`src/design/ekmf_pkg.sv`:
```
package ekmf_pkg;

  localparam int DEF_MAX_NODES = 16;
  localparam int DEF_CAP_BITS  = 16;

  // fixed field widths of the channels
  localparam int CMD_W     = 2;
  localparam int NODE_W    = 4;
  localparam int ECAP_W    = 16;
  localparam int VALUE_W   = 20;
  localparam int CFG_IDX_W = 2;
  localparam int CFG_DAT_W = 5;
  localparam int NCNT_W    = 5;

  localparam logic [VALUE_W-1:0] VALUE_MAX = '1;

  localparam logic [NCNT_W-1:0] NODE_COUNT_RST = NCNT_W'(16);
  localparam logic [NODE_W-1:0] SOURCE_RST     = NODE_W'(0);
  localparam logic [NODE_W-1:0] SINK_RST       = NODE_W'(1);

  typedef enum logic [CMD_W-1:0] {
    CMD_CLEAR = 2'd0,
    CMD_SET   = 2'd1,
    CMD_RUN   = 2'd2,
    CMD_READ  = 2'd3
  } cmd_code_t;

  typedef enum logic [CFG_IDX_W-1:0] {
    CFG_NODE_COUNT = 2'd0,
    CFG_SOURCE     = 2'd1,
    CFG_SINK       = 2'd2
  } cfg_idx_t;

  typedef enum logic [1:0] {
    RES_ZERO = 2'd0,
    RES_BAD  = 2'd1,
    RES_READ = 2'd2,
    RES_FLOW = 2'd3
  } res_sel_t;

  typedef struct packed {
    logic     accept;
    logic     wipe;
    logic     set_fw;
    logic     set_bw;
    logic     rd_edge;
    logic     copy;
    logic     bfs_init;
    logic     pop;
    logic     scan_rd;
    logic     scan_ev;
    logic     aug_rd;
    logic     aug_fw;
    logic     aug_bw;
    logic     res_ld;
    res_sel_t res_sel;
    logic     out_ld;
  } ctrl_cmd_t;

  typedef struct packed {
    logic sweep_last;
    logic bad_edge;
    logic bad_run;
    logic same_node;
    logic queue_empty;
    logic hit;
    logic last_v;
    logic aug_end;
    logic out_free;
  } dp_stat_t;

endpackage

```
`src/design/ekmf_ctrl.sv`:
```
module ekmf_ctrl import ekmf_pkg::*; (
  input  logic             clk,
  input  logic             rst_n,
  input  logic             in_valid,
  input  logic [CMD_W-1:0] in_command,
  output logic             in_ready,
  input  dp_stat_t         stat,
  output ctrl_cmd_t        cmd
);

  typedef enum logic [13:0] {
    S_WIPE     = 14'b00000000000001,
    S_IDLE     = 14'b00000000000010,
    S_CLEAR    = 14'b00000000000100,
    S_SET2     = 14'b00000000001000,
    S_READ     = 14'b00000000010000,
    S_COPY     = 14'b00000000100000,
    S_BFS_INIT = 14'b00000001000000,
    S_POP      = 14'b00000010000000,
    S_SCAN_RD  = 14'b00000100000000,
    S_SCAN_EV  = 14'b00001000000000,
    S_AUG_RD   = 14'b00010000000000,
    S_AUG_FW   = 14'b00100000000000,
    S_AUG_BW   = 14'b01000000000000,
    S_WB       = 14'b10000000000000
  } state_t;

  state_t state_r, state_nxt;

  assign in_ready = (state_r == S_IDLE);

  always_comb begin
    state_nxt = state_r;
    cmd       = '0;
    case (state_r)
      S_WIPE: begin
        cmd.wipe = 1'b1;
        if (stat.sweep_last) state_nxt = S_IDLE;
      end
      S_IDLE: begin
        if (in_valid) begin
          cmd.accept = 1'b1;
          case (cmd_code_t'(in_command))
            CMD_CLEAR: state_nxt = S_CLEAR;
            CMD_SET: begin
              cmd.res_ld = 1'b1;
              if (stat.bad_edge) begin
                cmd.res_sel = RES_BAD;
                state_nxt   = S_WB;
              end else begin
                cmd.set_fw  = 1'b1;
                cmd.res_sel = RES_ZERO;
                state_nxt   = S_SET2;
              end
            end
            CMD_RUN: begin
              if (stat.bad_run) begin
                cmd.res_ld  = 1'b1;
                cmd.res_sel = RES_BAD;
                state_nxt   = S_WB;
              end else begin
                state_nxt = S_COPY;
              end
            end
            CMD_READ: begin
              if (stat.bad_edge) begin
                cmd.res_ld  = 1'b1;
                cmd.res_sel = RES_BAD;
                state_nxt   = S_WB;
              end else begin
                cmd.rd_edge = 1'b1;
                state_nxt   = S_READ;
              end
            end
            default: state_nxt = S_IDLE;
          endcase
        end
      end
      S_CLEAR: begin
        cmd.wipe = 1'b1;
        if (stat.sweep_last) begin
          cmd.res_ld  = 1'b1;
          cmd.res_sel = RES_ZERO;
          state_nxt   = S_WB;
        end
      end
      S_SET2: begin
        cmd.set_bw = 1'b1;
        state_nxt  = S_WB;
      end
      S_READ: begin
        cmd.res_ld  = 1'b1;
        cmd.res_sel = RES_READ;
        state_nxt   = S_WB;
      end
      S_COPY: begin
        cmd.copy = 1'b1;
        if (stat.sweep_last) begin
          if (stat.same_node) begin
            cmd.res_ld  = 1'b1;
            cmd.res_sel = RES_FLOW;
            state_nxt   = S_WB;
          end else begin
            state_nxt = S_BFS_INIT;
          end
        end
      end
      S_BFS_INIT: begin
        cmd.bfs_init = 1'b1;
        state_nxt    = S_POP;
      end
      S_POP: begin
        if (stat.queue_empty) begin
          // no augmenting path left
          cmd.res_ld  = 1'b1;
          cmd.res_sel = RES_FLOW;
          state_nxt   = S_WB;
        end else begin
          cmd.pop   = 1'b1;
          state_nxt = S_SCAN_RD;
        end
      end
      S_SCAN_RD: begin
        cmd.scan_rd = 1'b1;
        state_nxt   = S_SCAN_EV;
      end
      S_SCAN_EV: begin
        cmd.scan_ev = 1'b1;
        if (stat.hit)         state_nxt = S_AUG_RD;
        else if (stat.last_v) state_nxt = S_POP;
        else                  state_nxt = S_SCAN_RD;
      end
      S_AUG_RD: begin
        cmd.aug_rd = 1'b1;
        state_nxt  = S_AUG_FW;
      end
      S_AUG_FW: begin
        cmd.aug_fw = 1'b1;
        state_nxt  = S_AUG_BW;
      end
      S_AUG_BW: begin
        cmd.aug_bw = 1'b1;
        state_nxt  = stat.aug_end ? S_BFS_INIT : S_AUG_RD;
      end
      S_WB: begin
        if (stat.out_free) begin
          cmd.out_ld = 1'b1;
          state_nxt  = S_IDLE;
        end
      end
      default: state_nxt = S_WIPE;
    endcase
  end

  always_ff @(posedge clk) begin
    if (!rst_n) state_r <= S_WIPE;
    else        state_r <= state_nxt;
  end

endmodule

```
`config.mk`:
```
export PLATFORM = sky130hd
export DESIGN_NAME = ekmf_ctrl
export DESIGN_NICKNAME = d
export VERILOG_FILES = /design/src/design/ekmf_pkg.sv /design/src/design/ekmf_ctrl.sv
export SDC_FILE = /design/constraint.sdc
export NUM_CORES = 1
export LEC_CHECK = 0
export ABC_CLOCK_PERIOD_IN_PS = 2500
export BUFFER_PORTS_ARGS = -buffer_cell sky130_fd_sc_hd__clkbuf_2
export CORE_MARGIN = 2
export CORE_UTILIZATION = 50
export DETAILED_ROUTE_END_ITERATION = 10
export GPL_ROUTABILITY_DRIVEN = 0
export HOLD_SLACK_MARGIN = 0.1
export PLACE_DENSITY = 0.79
export SLEW_MARGIN = 0
export SYNTH_ARGS = -nofsm -noshare
export SYNTH_HDL_FRONTEND = slang
export SYNTH_SLANG_ARGS = --single-unit
```
`constraint.sdc`:
```
create_clock -name clk -period 2.5 [get_ports clk]
set_input_delay 0.5 -clock clk [delete_from_list [all_inputs] [get_ports clk]]
set_output_delay 0.5 -clock clk [all_outputs]
set_load 0.01 [all_outputs]
```
* Word-level counts from Yosys, hierarchy flattened *
Index checks and enable logic that the tools add are counted.
W data, S select, Z words.

storage, ports and cells
  bits in registers = 14
  word-level logic and storage cells = 74
  memories = 0
  output and inout port bits = 18
  latch bits = 0
  input port bits = 14
  ROM bits = 0
  bits in writable memories = 0

cells by class
  reductions and logical operators = 4
  eq/ne operators = 22
  div/mod/pow operators = 0
  bitwise logic cells = 0
  shift-type cells = 0
  mux-type cells = 47
  $mul = 0
  add/sub/neg operators = 0
  order comparisons = 0

operators by type and width
  kind                    number
  $pmux W14 S13           1
  $mux W14                11
  $pmux W14 S4            1
  $mux W1                 23
  $mux W3                 7
  $pmux W3 S5             1
  $eq A14 B1 Y1 const B   1
  $eq A14 B10 Y1 const B  1
  $eq A14 B11 Y1 const B  1
  $eq A14 B12 Y1 const B  1
  $eq A14 B13 Y1 const B  1
  $eq A14 B14 Y1 const B  1
  $eq A14 B2 Y1 const B   1
  $eq A14 B3 Y1 const B   1
  $eq A14 B4 Y1 const B   1
  $eq A14 B5 Y1 const B   1
  $eq A14 B6 Y1 const B   1
  $eq A14 B7 Y1 const B   1
  $eq A14 B8 Y1 const B   1
  $eq A14 B9 Y1 const B   1
  $mux W11                1
  $ne A2 B2 Y1 const B    5
  $mux W9                 1
  $pmux W3 S3             1
  other kinds (5)         7

* Longest topological paths before layout *
  depth in word-level cells = 4
  gate-level depth with buffers = 6

* Worst setup path before layout *
Ideal clock, no wire load.

  path type = reg2out
  from = reg state_r[4]
  to = out cmd[12] in the netlist's numbering
  required time = 2.000 ns
  stages on the path, launching flop included = 5
  arrival = 1.592 ns
  setup slack = 0.408 ns
  path through = dfxtp_1 > nor4_4 > nand4_4 > nor4b_1 > and2_1

RTL lines
  item                    line              text
  from (decl)             ekmf_ctrl.sv:28   state_t state_r, state_nxt;
  from (signal assigned)  ekmf_ctrl.sv:157  else state_r <= state_nxt;
  to (decl)               ekmf_ctrl.sv:8    output ctrl_cmd_t cmd

==> impl_metrics.csv <==
group,metric,value,unit
outcome,status,"finished, final reports clean",
pwr,combPwrFrac,44.1,%
global_routing,grt_pass1_vias,1133,
clock_network,cts-root-buf,"clkbuf_4",
clock_network,cts_buffers,3,
yosys,synth_cells,138,
pwr,swShare,40.1,%
floorplan,io-pin-count,32,
critical_path,crit_type,"flip-flop to primary output",
critical_path,path_cells,"or2_2 -> nor3_1 -> a31oi_1 -> a21oi_2 -> a211o_1 -> clkbuf_2",
timing,finalMaxSlewViolations,0,
finish,top_regs,"state_r: 14 flops",
critical_path,critPathMaxStageDelay,0.41,ns
critical_path,crit_required,2.00,ns
clock_network,cts_buffer_depth,2,
timing,fin_skew,0.00599,ns
floorplan,core,2170,sq um
timing,post-route-period-util,96.3,%
global_routing,grt_overflow_total,0,
pwr,ir_worst_vdd,414,uV
yosys,ys_seq_area_share,24.8,%
clock_network,clkSlewWorstSetupHoldPaths,0.09,ns
placement,io_buffers,31,
detailed_routing,drt-total-wl,3.11,mm
detailed_routing,initialDrtViolationCount,54,
critical_path,cp_max_fo,7,
global_routing,grt_pass1_wl,5.12,mm
worst_hold_path,min_path_cells,2,
detailed_routing,drc_errors,0,
finish,top_register,"state_r",
detailed_routing,ant_nets,0,
critical_path,cp-end-kind,"primary output",
critical_path,slowest_stage,"dfxtp_1",
finish,fin_util,65.9,%
critical_path,worst_r2r_path_depth,8,
pwr,leakage,0.612,nW
yosys,synth_edf_count,0,
finish,drive_gt1_share,36.5,%
placement,dp_hpwl,2.28,mm
floorplan,die_x,51.5,um
pwr,power.density,561,nW/um^2
clock_network,clock_latency,0.30,ns
detailed_routing,wire_per_inst,15.1,um
timing,final-setup-viol-count,0,
timing,relSlewSlack,70.4,%
finish,most-common-layout-cells,"31 x clkbuf_2, 19 x nor2_1, 13 x dfxtp_1",
timing,fmax,0.416,GHz
critical_path,arrival,1.91,ns
finish,layout.cells.non_filler,206,
timing,layout_min_cycle_time,2.41,ns
pwr,pwr-share-clk,21.7,%
finish,syn2layout_area_growth,26.5,%
yosys,ys_types,49,
yosys,synth.avg_cell_area,8.19,sq um
yosys,syn-num-nets,152,
placement,placed_cells,196,
global_routing,grt_max_degree,11,
pwr,switchingPower,0.321,mW
pwr,power.internal,0.479,mW
detailed_routing,dr.pass1.iters,4,
detailed_routing,viasPerCell,6.01,
yosys,async_reset_ff_share,0,%
yosys,ys.flop_type,"dfxtp_1",
global_routing,grt_antenna_before_repair,0,
timing,worst_slew_pin_slew,0.442,ns
floorplan,start_util,52.1,%
floorplan,die_area,2660,sq um
worst_hold_path,hp-class,"input port to flip-flop",
clock_network,clock-sinks,14,
pwr,power,0.801,mW
run,cap_violations,0,
global_routing,grtUsageTotal,25.6,%
finish,largest_reg_flops,14,
floorplan,fp.dieH,51.5,um
floorplan,rows,17,
finish,n_antenna_cell,0,
timing,setup_tns,0,ns
critical_path,critPathLaunchType,"flip-flop",
detailed_routing,num_vias,1238,
yosys,yosys_warnings,0,
clock_network,htreeDepth,1,
yosys,synth_area,1130,sq um
timing,final_hold_viol_count,0,
finish,fin_nets,193,
finish,mostFrequentLayoutCell,"clkbuf_2",
yosys,synth_seq_cells,14,
pwr,p_seq_share,34.2,%
clock_network,cts_tree,"built",
finish,fillCellCount,195,
==> power by group through the flow <==
stage / Clock, mW / Sequential [mW] / Combinational [mW]
CTS: 0.172 / 0.272 / 0.313
global placement: 0 / 0.273 / 0.299
detailed placement: 0 / 0.276 / 0.305
finish: 0.174 / 0.274 / 0.353
global route: 0.181 / 0.277 / 0.385
floorplan: 0 / 0.255 / 0.254
==> cells in the mapped netlist, types with 2 or more instances <==
cell type  count  share of area [%]
and2_1         2                1.1
a21o_1         2                1.3
dfxtp_1       14                 25
a31oi_1        2                1.1
nand3b_1       3                2.0
nand4_1        4                2.2
a32oi_1        2                1.6
nor4_4         3                5.6
xnor2_1        2                1.6
nand3_1        4                1.8
o21ai_0        2               0.89
a22oi_1        2                1.3
xor2_1         2                1.6
nor2_1        20                6.6
nor2b_1        4                2.2
inv_1          8                2.7
nand2b_1       3                1.7
nor4_1         2                1.1
or2_2          2                1.1
nor4b_1        4                3.1
nor3b_1        3                2.0
a21oi_1        7                3.1
nor3_1         7                3.1
clkbuf_8       2                2.4
nand2_1        8                2.7
==> critical path, delay by kind of cell (launching register included) <==
kind            cells  cell delay [ns]
compound gates      3             0.43
simple gates        2             0.66
flops               1             0.41
buf+inv             1             0.12
==> repair_timing <==
| action | 4_1_cts | 5_1_grt |
|---|---|---|
| setup buffers | 3 | 3 |
| pin swaps | 1 | 2 |
| endpoints found under the hold margin | 0 | 0 |
| hold buffers | 0 | 0 |
| gates cloned | 0 | 0 |
| gates resized for setup | 4 | 7 |
| endpoints found under the setup margin | 6 | 7 |
==> final timing paths <==
check / from / endpoint / slack (ns)
setup / recovery: state_r[4] / cmd[3] / 0.09
setup reg to reg: state_r[12] / state_r[12] / 0.51
hold reg to reg: state_r[11] / state_r[12] / 0.60
hold / removal: in_command[1] / state_r[3] / 0.44
==> area by class of cell <==
cell class	instances	area (sq um)	share of cell area (%)
multi-input combinational	112	823	57.6
sequential	14	282	19.7
timing repair buffer	40	223	15.6
clock buffer	4	36.3	2.54
tap	28	35.0	2.45
inverter	8	30.0	2.10
==> per-layer routing <==
layer | global-route usage (%) | wire length, um | up-vias
li1 | - | - | 598
met1 | 33.8 | 1340 | 573
met2 | 43.4 | 1530 | 63
met3 | 3.45 | 205 | 4
met4 | 7.89 | 41 | 0
met5 | 0 | 0 | -
==> per-stage QoR <==
stage / hold WS (ns) / instance area, sq um / setup slack (ns)
floorplan: 0.537 / 1130 / 0.408
global placement: 0.554 / 1290 / 0.262
detailed placement: 0.581 / 1290 / 0.196
CTS: 0.446 / 1370 / 0.0157
global route: 0.453 / 1430 / -0.00553
finish: 0.443 / 1430 / 0.0935
==> cells by family (layout without fill, tap and decap cells) <==
group                     count (synthesis)  in the layout  share of synthesized area [%]
AOI/OAI and AO/OA                        27             27                           17.1
xor gates and xnor gates                  4              4                           3.10
buffers and inverters                    12             52                           7.53
DFF                                      14             14                           24.8
and+or+nand+nor                          81             81                           47.5
Note: power is estimated with default switching activity, not from simulation.
